===== src/rtl/awbgw_pkg.sv =====
// awbgw_pkg: shared types and constants for the AWB channel gain writer.
// Depends on nothing.
package awbgw_pkg;

	localparam int unsigned UNITY_REL  = 1000;
	localparam logic [15:0] UNITY_GAIN = 16'h0400;
	localparam logic [15:0] ADDR_R     = 16'h5104;
	localparam logic [15:0] ADDR_G     = 16'h5102;
	localparam logic [15:0] ADDR_B     = 16'h5100;
	localparam logic [15:0] GAIN_MAX   = 16'hFFFF;

	localparam logic KIND_WRITE = 1'b0;
	localparam logic KIND_DONE  = 1'b1;

	// relative gains fit in 26 bits (65535*1000)
	localparam int REL_W = 26;
	// 1024*rel needs 36 bits
	localparam int NUM_W = 36;

	// job handed from front to back
	typedef struct packed {
		logic             reject;
		logic [REL_W-1:0] rel_r;
		logic [REL_W-1:0] rel_b;
		logic [REL_W-1:0] base;
	} job_t;

	typedef enum logic [2:0] {
		ST_IDLE, ST_DIV, ST_EMIT_HI, ST_EMIT_LO, ST_DONE
	} bk_state_t;

	typedef enum logic [1:0] {
		FR_IDLE, FR_DIV_R, FR_DIV_B, FR_SEND
	} fr_state_t;

endpackage


===== src/rtl/awbgw_div.sv =====
// awbgw_div: restoring divider, one quotient bit per cycle.
// Depends on awbgw_pkg.
module awbgw_div
	import awbgw_pkg::*;
(
	input  logic             clk,
	input  logic             arst_n,
	input  logic             start,
	input  logic [NUM_W-1:0] num,
	input  logic [REL_W-1:0] den,
	output logic             busy,
	output logic             done,
	output logic [NUM_W-1:0] quo
);
	logic [NUM_W-1:0] quo_q;
	logic [REL_W:0]   rem_q;
	logic [REL_W-1:0] den_q;
	logic [5:0]       cnt_q;
	logic             busy_q;
	logic             done_q;
	logic [REL_W:0]   shifted;
	logic [REL_W:0]   diff;

	assign shifted = {rem_q[REL_W-1:0], quo_q[NUM_W-1]};
	assign diff    = shifted - {1'b0, den_q};

	always_ff @(posedge clk or negedge arst_n) begin
		if (!arst_n) begin
			busy_q <= 1'b0;
			done_q <= 1'b0;
			cnt_q  <= '0;
		end else begin
			done_q <= 1'b0;
			if (start) begin
				busy_q <= 1'b1;
				cnt_q  <= 6'(NUM_W);
			end else if (busy_q) begin
				cnt_q <= cnt_q - 6'd1;
				if (cnt_q == 6'd1) begin
					busy_q <= 1'b0;
					done_q <= 1'b1;
				end
			end
		end
	end

	always_ff @(posedge clk) begin
		if (start) begin
			quo_q <= num;
			rem_q <= '0;
			den_q <= den;
		end else if (busy_q) begin
			if (!diff[REL_W]) begin
				rem_q <= diff;
				quo_q <= {quo_q[NUM_W-2:0], 1'b1};
			end else begin
				rem_q <= shifted;
				quo_q <= {quo_q[NUM_W-2:0], 1'b0};
			end
		end
	end

	assign busy = busy_q;
	assign done = done_q;
	assign quo  = quo_q;
endmodule


===== src/rtl/awbgw_front.sv =====
// awbgw_front: accepts ratios, forms relative gains and the base.
// Depends on awbgw_pkg and awbgw_div.
module awbgw_front
	import awbgw_pkg::*;
(
	input  logic        clk,
	input  logic        arst_n,
	input  logic        push,
	output logic        full,
	input  logic [15:0] measured_rg,
	input  logic [15:0] measured_bg,
	input  logic [15:0] golden_rg,
	input  logic [15:0] golden_bg,
	output logic        job_valid,
	input  logic        job_ready,
	output job_t        job
);
	fr_state_t        state_q, state_d;
	logic [15:0]      mbg_q, gbg_q;
	logic [REL_W-1:0] rel_r_q, rel_b_q;
	logic             reject_q;
	logic             dv_start;
	logic [NUM_W-1:0] dv_num;
	logic [REL_W-1:0] dv_den;
	logic             dv_busy, dv_done;
	logic [NUM_W-1:0] dv_quo;
	logic             acc;
	logic             zero_in;
	logic [REL_W-1:0] base;

	assign acc     = push && !full;
	assign zero_in = (measured_rg == 16'd0) || (measured_bg == 16'd0) ||
		(golden_rg == 16'd0) || (golden_bg == 16'd0);

	awbgw_div u_div (
		.clk(clk), .arst_n(arst_n), .start(dv_start), .num(dv_num), .den(dv_den),
		.busy(dv_busy), .done(dv_done), .quo(dv_quo)
	);

	always_comb begin
		state_d = state_q;
		case (state_q)
			FR_IDLE:  if (acc) state_d = zero_in ? FR_SEND : FR_DIV_R;
			FR_DIV_R: if (dv_done) state_d = FR_DIV_B;
			FR_DIV_B: if (dv_done && !dv_start) state_d = FR_SEND;
			FR_SEND:  if (job_ready) state_d = FR_IDLE;
			default:  state_d = FR_IDLE;
		endcase
	end

	always_comb begin
		full     = (state_q != FR_IDLE);
		dv_start = 1'b0;
		dv_num   = 36'(golden_rg) * 36'(UNITY_REL);
		dv_den   = REL_W'(measured_rg);
		if (state_q == FR_IDLE && acc && !zero_in) begin
			dv_start = 1'b1;
		end else if (state_q == FR_DIV_R && dv_done) begin
			dv_start = 1'b1;
			dv_num   = 36'(gbg_q) * 36'(UNITY_REL);
			dv_den   = REL_W'(mbg_q);
		end
		job_valid = (state_q == FR_SEND);
	end

	always_ff @(posedge clk or negedge arst_n) begin
		if (!arst_n) state_q <= FR_IDLE;
		else state_q <= state_d;
	end

	always_ff @(posedge clk) begin
		if (state_q == FR_IDLE && acc) begin
			mbg_q    <= measured_bg;
			gbg_q    <= golden_bg;
			reject_q <= zero_in;
		end
		if (state_q == FR_DIV_R && dv_done) rel_r_q <= REL_W'(dv_quo);
		if (state_q == FR_DIV_B && dv_done) rel_b_q <= REL_W'(dv_quo);
	end

	always_comb begin
		if (rel_r_q < REL_W'(UNITY_REL) || rel_b_q < REL_W'(UNITY_REL))
			base = (rel_r_q < rel_b_q) ? rel_r_q : rel_b_q;
		else
			base = REL_W'(UNITY_REL);
		job.rel_r  = rel_r_q;
		job.rel_b  = rel_b_q;
		job.base   = base;
		job.reject = reject_q || (base == '0);
	end

	logic unused_busy;
	assign unused_busy = dv_busy;
endmodule


===== src/rtl/awbgw_back.sv =====
// awbgw_back: forms the three gains and emits register write words.
// Depends on awbgw_pkg and awbgw_div.
module awbgw_back
	import awbgw_pkg::*;
(
	input  logic        clk,
	input  logic        arst_n,
	input  logic        job_valid,
	output logic        job_ready,
	input  job_t        job,
	output logic        empty,
	input  logic        pop,
	output logic        result_kind,
	output logic [15:0] reg_addr,
	output logic [7:0]  reg_data,
	output logic        status,
	output logic        last
);
	bk_state_t        state_q, state_d;
	job_t             job_q;
	job_t             cur_job;
	logic [1:0]       ch_q;
	logic [1:0]       div_ch;
	logic [15:0]      gain_q;
	logic             dv_start, dv_busy, dv_done;
	logic [NUM_W-1:0] dv_quo;
	logic [REL_W-1:0] rel;
	logic [15:0]      addr;
	logic             take;

	assign take = pop && !empty;

	// first division reads the job straight from the front, later ones the held copy
	assign cur_job = (state_q == ST_IDLE) ? job : job_q;
	// channel of the division being started: R from idle, else the one after ch_q
	assign div_ch  = (state_q == ST_IDLE) ? 2'd0 : ch_q + 2'd1;

	always_comb begin
		case (div_ch)
			2'd0:    rel = cur_job.rel_r;
			2'd1:    rel = REL_W'(UNITY_REL);
			default: rel = cur_job.rel_b;
		endcase
		case (ch_q)
			2'd0:    addr = ADDR_R;
			2'd1:    addr = ADDR_G;
			default: addr = ADDR_B;
		endcase
	end

	awbgw_div u_div (
		.clk(clk), .arst_n(arst_n), .start(dv_start),
		.num({rel, 10'd0}), .den(cur_job.base),
		.busy(dv_busy), .done(dv_done), .quo(dv_quo)
	);

	always_comb begin
		state_d = state_q;
		case (state_q)
			ST_IDLE:    if (job_valid) state_d = job.reject ? ST_DONE : ST_DIV;
			ST_DIV:     if (dv_done) begin
				if (dv_quo > NUM_W'(UNITY_GAIN)) state_d = ST_EMIT_HI;
				else if (ch_q == 2'd2) state_d = ST_DONE;
			end
			ST_EMIT_HI: if (take) state_d = ST_EMIT_LO;
			ST_EMIT_LO: if (take) state_d = (ch_q == 2'd2) ? ST_DONE : ST_DIV;
			ST_DONE:    if (take) state_d = ST_IDLE;
			default:    state_d = ST_IDLE;
		endcase
	end

	always_comb begin
		job_ready   = (state_q == ST_IDLE);
		dv_start    = ((state_q == ST_IDLE) && job_valid && !job.reject) ||
			((state_q == ST_DIV) && dv_done && !(dv_quo > NUM_W'(UNITY_GAIN)) &&
			 ch_q != 2'd2) ||
			((state_q == ST_EMIT_LO) && take && ch_q != 2'd2);
		empty       = !(state_q == ST_EMIT_HI || state_q == ST_EMIT_LO ||
			state_q == ST_DONE);
		result_kind = (state_q == ST_DONE) ? KIND_DONE : KIND_WRITE;
		last        = (state_q == ST_DONE);
		status      = (state_q == ST_DONE) && job_q.reject;
		reg_addr    = 16'd0;
		reg_data    = 8'd0;
		if (state_q == ST_EMIT_HI) begin
			reg_addr = addr;
			reg_data = gain_q[15:8];
		end else if (state_q == ST_EMIT_LO) begin
			reg_addr = addr + 16'd1;
			reg_data = gain_q[7:0];
		end
	end

	always_ff @(posedge clk or negedge arst_n) begin
		if (!arst_n) begin
			state_q <= ST_IDLE;
			ch_q    <= 2'd0;
		end else begin
			state_q <= state_d;
			if (state_q == ST_IDLE) ch_q <= 2'd0;
			else if (dv_start) ch_q <= ch_q + 2'd1;
		end
	end

	// job held for the later divisions and for the completion status
	always_ff @(posedge clk) begin
		if (state_q == ST_IDLE && job_valid) job_q <= job;
		if (state_q == ST_DIV && dv_done)
			gain_q <= (dv_quo > NUM_W'(GAIN_MAX)) ? GAIN_MAX : dv_quo[15:0];
	end

	logic unused_busy;
	assign unused_busy = dv_busy;
endmodule


===== src/rtl/awb_channel_gain_writer.sv =====
// awb_channel_gain_writer: top level, front (ratios) and back (gain writes).
// Depends on awbgw_pkg, awbgw_front, awbgw_back, awbgw_div.
//
//  channel | handshake     | words
//  input   | push / full   | measured_rg, measured_bg, golden_rg, golden_bg
//  result  | empty / pop   | result_kind, reg_addr, reg_data, status, last
//
// Each serial division runs 36 steps and then raises done with the quotient.
// The front runs two (relative R and B, skipped when any input is zero) and
// hands off; new input words are accepted only once that handoff is done. The
// back runs up to three divisions for the gains and emits up to seven words;
// front and back overlap through a one-job holding register. Reset clears all
// control state at once.
// Result stalls hold the back; the front keeps working up to its handoff.
module awb_channel_gain_writer
	import awbgw_pkg::*;
(
	input  logic        clk,
	input  logic        arst_n,
	input  logic        push,
	output logic        full,
	input  logic [15:0] measured_rg,
	input  logic [15:0] measured_bg,
	input  logic [15:0] golden_rg,
	input  logic [15:0] golden_bg,
	output logic        empty,
	input  logic        pop,
	output logic        result_kind,
	output logic [15:0] reg_addr,
	output logic [7:0]  reg_data,
	output logic        status,
	output logic        last
);
	logic job_valid, job_ready;
	job_t job;

	awbgw_front u_front (
		.clk(clk), .arst_n(arst_n), .push(push), .full(full),
		.measured_rg(measured_rg), .measured_bg(measured_bg),
		.golden_rg(golden_rg), .golden_bg(golden_bg),
		.job_valid(job_valid), .job_ready(job_ready), .job(job)
	);

	awbgw_back u_back (
		.clk(clk), .arst_n(arst_n), .job_valid(job_valid), .job_ready(job_ready),
		.job(job), .empty(empty), .pop(pop), .result_kind(result_kind),
		.reg_addr(reg_addr), .reg_data(reg_data), .status(status), .last(last)
	);

`ifndef SYNTHESIS
	// only the completion word is last
	a_last_kind: assert property (@(posedge clk) disable iff (!arst_n)
		!empty |-> (last == result_kind)) else $error("last/kind mismatch");
	// rejected status only on completion
	a_status: assert property (@(posedge clk) disable iff (!arst_n)
		(!empty && status) |-> result_kind) else $error("status on write");
	// a stalled result word holds
	a_hold: assert property (@(posedge clk) disable iff (!arst_n)
		(!empty && !pop) |=> (!empty && $stable(reg_addr) && $stable(reg_data)))
		else $error("result changed under stall");
`endif
endmodule

===== config.mk =====
export PLATFORM = sky130hd
export DESIGN_NAME = awb_channel_gain_writer
export DESIGN_NICKNAME = d
export VERILOG_FILES = /design/src/rtl/awbgw_pkg.sv /design/src/rtl/awbgw_div.sv /design/src/rtl/awbgw_front.sv /design/src/rtl/awbgw_back.sv /design/src/rtl/awb_channel_gain_writer.sv
export SDC_FILE = /design/constraint.sdc
export NUM_CORES = 1
export LEC_CHECK = 0
export ABC_AREA = 1
export ABC_CLOCK_PERIOD_IN_PS = 19600
export BUFFER_PORTS_ARGS = -buffer_cell sky130_fd_sc_hd__buf_2
export CORE_MARGIN = 1
export CORE_UTILIZATION = 35
export DETAILED_ROUTE_END_ITERATION = 12
export PLACE_DENSITY = 0.59
export SLEW_MARGIN = 0
export SYNTH_ARGS = -nofsm -noshare
export SYNTH_HDL_FRONTEND = slang
export SYNTH_HIERARCHICAL = 1
export SYNTH_SLANG_ARGS = --single-unit

===== constraint.sdc =====
create_clock -name clk -period 19.6 [get_ports clk]
set_clock_uncertainty 0.1 [all_clocks]
set_input_delay 5.88 -clock clk [delete_from_list [all_inputs] [get_ports clk]]
set_output_delay 5.88 -clock clk [all_outputs]
set_load 0.1 [all_outputs]

After elaboration in Yosys (flattened, before gate mapping)
Index checks and enable logic that the tools add are counted.
{"block": "classes", "addsub": 6, "multipliers": 2, "order_cmp": 5, "n_eq_ne": 23, "muxes": 59, "n_reduce_logical": 45}
{"cell": "$mux 36", "n": 5}
{"cell": "$mux 26", "n": 5}
{"cell": "$mux 78", "n": 1}
{"cell": "$logic_not 16->1", "n": 4}
{"cell": "$mux 16", "n": 4}
{"cell": "$sub 27x26->27", "n": 2}
{"cell": "$lt 26x10->1 const B", "n": 2}
{"cell": "$pmux 26 s2", "n": 1}
{"cell": "$mul 16x7->23 const B", "n": 2}
{"cell": "$gt 36x11->1 const B", "n": 1}
{"cell": "$gt 36x16->1 const B", "n": 1}
{"cell": "$mux 3", "n": 9}
{"cell": "$logic_not 26->1", "n": 1}
{"cell": "$lt 26x26->1", "n": 1}
{"cell": "$mux 6", "n": 4}
{"cell": "$mux 1", "n": 17}
{"cell": "$add 15x1->16 const B", "n": 1}
{"cell": "$mux 2", "n": 8}
{"cell": "$mux 8", "n": 2}
{"cell": "$logic_and 1x1->1", "n": 15}
{"cell": "$pmux 3 s5", "n": 1}
{"cell": "$eq 6x1->1 const B", "n": 2}
{"cell": "$ne 2x1->1 const B", "n": 6}
{"cell": "$sub 6x1->6 const B", "n": 2}
{"cell": "other kinds (17)", "n": 43}
{"block": "totals", "register_bits": 379, "input_bits": 68, "out_inout_bits": 29}

Depth between registers and ports, before layout
{"block": "depth", "ltp_word": 11, "ltp_mapped": 28, "depth_no_buf": 25}

By module
Netlist, hierarchy kept.
{"mod": "awbgw_div", "instances": 2, "cells_per_inst": 854, "area_per_inst_um2": 6092.1, "seq_area_each_um2": 2582.5}
{"mod": "awbgw_front", "instances": 1, "cells_per_inst": 1169, "area_per_inst_um2": 10347.4, "seq_area_each_um2": 2602.5}
{"mod": "awbgw_back", "instances": 1, "cells_per_inst": 467, "area_per_inst_um2": 4947.2, "seq_area_each_um2": 2977.9}

Worst setup path after synthesis
OpenSTA, ideal clock, no wires.
{"block": "synth_timing", "kind": "input to register", "startpoint": "input golden_rg[3]", "endpoint": "register u_front.u_div.quo_q[23], in the netlist u_front/u_div/quo[23] (data pin)", "setup_ns": 0.253, "t_arrival_ns": 9.456, "slack_ns": 9.792, "path_stages": 18, "path_buffers": 0, "path_cell_list": "inv_1 > fa_1 > fa_1 > fa_1 > fa_1 > inv_1 > ha_1 > a21o_1 > a21oi_1 > o21ai_1 > a21oi_1 > o21ai_1 > nand2_1 > nand3_1 > nand3_1 > nand2_1 > nand2_1 > nand2_1"}
{"block": "synth_between", "elab_chain_cells": 7}
{"element": "start: declaration", "line_no": "awb_channel_gain_writer.sv:24", "source": "input logic [15:0] golden_rg,"}
{"element": "branches (longest 5 deep; another with $mul 16x7->23)"}
{"element": "$mux 36 *", "line_no": "awbgw_front.sv:56", "source": "if (state_q == FR_IDLE && acc && !zero_in) begin"}
{"element": "net u_front.dv_num[23]", "line_no": "awbgw_front.sv:23", "source": "logic [NUM_W-1:0] dv_num;"}
{"element": "$mux 36 *", "line_no": "awbgw_div.sv:48", "source": "if (start) begin"}
{"element": "end signal: assignment", "line_no": "awbgw_div.sv:49", "source": "quo_q <= num;"}
{"element": "end signal: assignment", "line_no": "awbgw_div.sv:55", "source": "quo_q <= {quo_q[NUM_W-2:0], 1'b1};"}
{"element": "end signal: assignment", "line_no": "awbgw_div.sv:58", "source": "quo_q <= {quo_q[NUM_W-2:0], 1'b0};"}
{"element": "end: declaration", "line_no": "awbgw_div.sv:15", "source": "logic [NUM_W-1:0] quo_q;"}
Mark *: on every way through the listed nets, which the timed path passes.
A chain may end at the register's enable or synchronous reset.

Worst setup path in the final report
{"block": "layout_timing", "startpoint": "input golden_rg[6]", "endpoint": "register u_front.u_div.quo_q[23], in the netlist u_front/u_div/quo[23] (data pin)"}
The elaborated chain is that of the path after synthesis.

==> metrics.csv <==
metric;value;unit
worst_ep_arrival_time;9950;ps
async_flop_share;0.0607;
placed_area;28900;um^2
path_max_fanout;6;
drc;0;
dpl.hpwl;47.7;mm
rows;102;
grt_pass1_vias;19800;
stdcell_count;4519;
drv_slew;0;
portBuffers;86;
antenna_found_initial;0;
drive_gt1_frac;0.0888;
syn_to_final_growth;10.2;%
yosys_warnings;6;
seqCellArea;10700;um^2
place.gp.congestion;0.864;
synth_cell_types;52;
max_stage_delay;550;ps
clockBufferDepth;3;
syn_area;27500;um^2
slew_headroom;0.266;
ys_ff_latch;379;
yosysSeqAreaShare;0.391;
cts-buffers-inserted;42;
clk_pin_slew;60;ps
antenna-diode-count;0;
place_inst;4441;
hold_viol;0;
routed_wl;62.2;mm
hp-start;u_front/rel_b_q[22];
die-height;282;um
critPathSlowestCell;fa_1;
r2r_start;u_front/rel_b_q[17];
final_cell_mix;nand2_1, inv_1, edfxtp_1, ha_1, nor2_1;
grt_overflow;0;
synth_edf_count;304;
initial_core_util;0.354;
largest_register_ffs;79;
drt_iter0_markers;1225;
cp-end-kind;flop;
worstSetupStartpoint;golden_rg[6];
postSynthAreaPerCell;8.22;um^2
drtAntennaViolNets;0;
fillCellCount;8078;
crit_top_cell;nand2_1;
fin_crit;9730;ps
grtUsageTotal;0.159;
cts_tree;yes;
clock_sinks;379;
regMostFlops;u_back/job_q;
synth_top_flop_cell;edfxtp_1;
max_cap_violations;0;
postCtsSetupRepairBufs;0;
status;completed;
fin_crit_sh;0.497;
htreeDepth;2;
hold_path_class;flop to flop;
grt_pass1_wl;102;mm
final_nets;3826;
pin_count;97;
crit_required;19820;ps
multi_input_area;14000;um^2
holdBufCountCts;0;
mostFrequentLayoutCell;nand2_1;
die_area;79600;um^2
vias;20500;
cts_resized;0;
path_buf_inv;4;
path_class;input pin to flop;
viasPerCell;4.54;
crit_chain;buf_2, inv_1, fa_1, fa_1, fa_1, fa_1, inv_1, ha_1, nand2_1, nor2_1, inv_1, o21ai_1, a21oi_1, o21ai_1, nand2_1, nand2_1, nand2_1, nand3_1, nand2_1, nand2_1, nand2_1;
start_kind;input pin;
insertion_delay;570;ps
synthCells;3344;
fin_tns_setup;0;ps
first_pass_iters;5;
grt_max_degree;81;
root_buffer;clkbuf_16;
rsz0062_at_grt;no;
crit_family;adder cells;
fmax;0.103;GHz
die_w;282;um
worst_pin_slew;1100;ps
post_drt_wl_per_cell;13.8;um
fin_area;30300;um^2
setup_violations;0;
core;77600;um^2
[stage by stage]
| stage | worst slack (ps) | hold WS [ps] | util |
|---|---|---|---|
| floorplan | 9790 | 326 | - |
| global placement | 9280 | 333 | 0.373 |
| detailed placement | 9290 | 337 | 0.373 |
| CTS | 9900 | 347 | 0.390 |
| global route | 9560 | 360 | 0.390 |
| finish | 9870 | 349 | 0.390 |
[worst paths after layout]
| kind | slack [ps] | depth (start not counted) | end |
|---|---|---|---|
| min in group asynchronous | 5210 | 1 | u_back/u_div/cnt_q[3] |
| setup / recovery | 9870 | 21 | u_front/u_div/quo[23] |
| hold reg to reg | 350 | 0 | u_back/job_q[48] |
| setup reg to reg | 13910 | 23 | u_back/u_div/quo[22] |
| max in group asynchronous | 13770 | 1 | u_front/u_div/cnt_q[4] |
| hold / removal | 350 | 0 | u_back/job_q[48] |
[layout make-up]
cell class,instances,area share
multi-input combinational,2294,0.461
timing repair buffer,101,0.0179
inverter,627,0.0777
sequential,379,0.355
clock buffer,55,0.0370
clock inverter,23,0.00814
tap,1040,0.0430
[layer usage]
layer  vias up  global-route usage  share of wire
met1      9405               0.223           0.49
met2       349               0.259           0.45
li1      10700                   -              -
met4         0              0.0396          0.019
met3        63              0.0191          0.038
met5         -                   0              0
[synth_stat cells (23+ instances only)]
cell type  count  area, um^2
clkbuf_1      27         101
edfxtp_1     304        9130
nand2_1     1101        4130
nand2_2       53         332
nand3_1      177         886
inv_1        613        2300
xnor2_1       32         280
fa_1         110        2200
nor2_1       187         702
a21oi_1       94         470
nand4_1       35         219
buf_4         26         195
ha_1         203        2540
dfrtp_1       23         576
dfxtp_1       52        1040
o21ai_0       45         225
[kinds of logic (layout without fill, tap and decap cells)]
logic type               after synthesis  after routing  share of synthesized area
flip-flops                           379            379                      0.391
multiplexers                           4              4                    0.00146
XOR/XNOR                              54             54                     0.0172
AND/OR/NAND/NOR                     1654           1654                      0.256
other                                  2             43                   0.000273
AO/OA/AOI/OAI                        226            226                     0.0544
adder cells (fa/ha/maj)              313            313                      0.173
buffers and inverters                712            806                      0.107
Power is left out: the tool's default activity adds up to more than one toggle a clock period on the data nets, which glitch-free logic cannot reach.
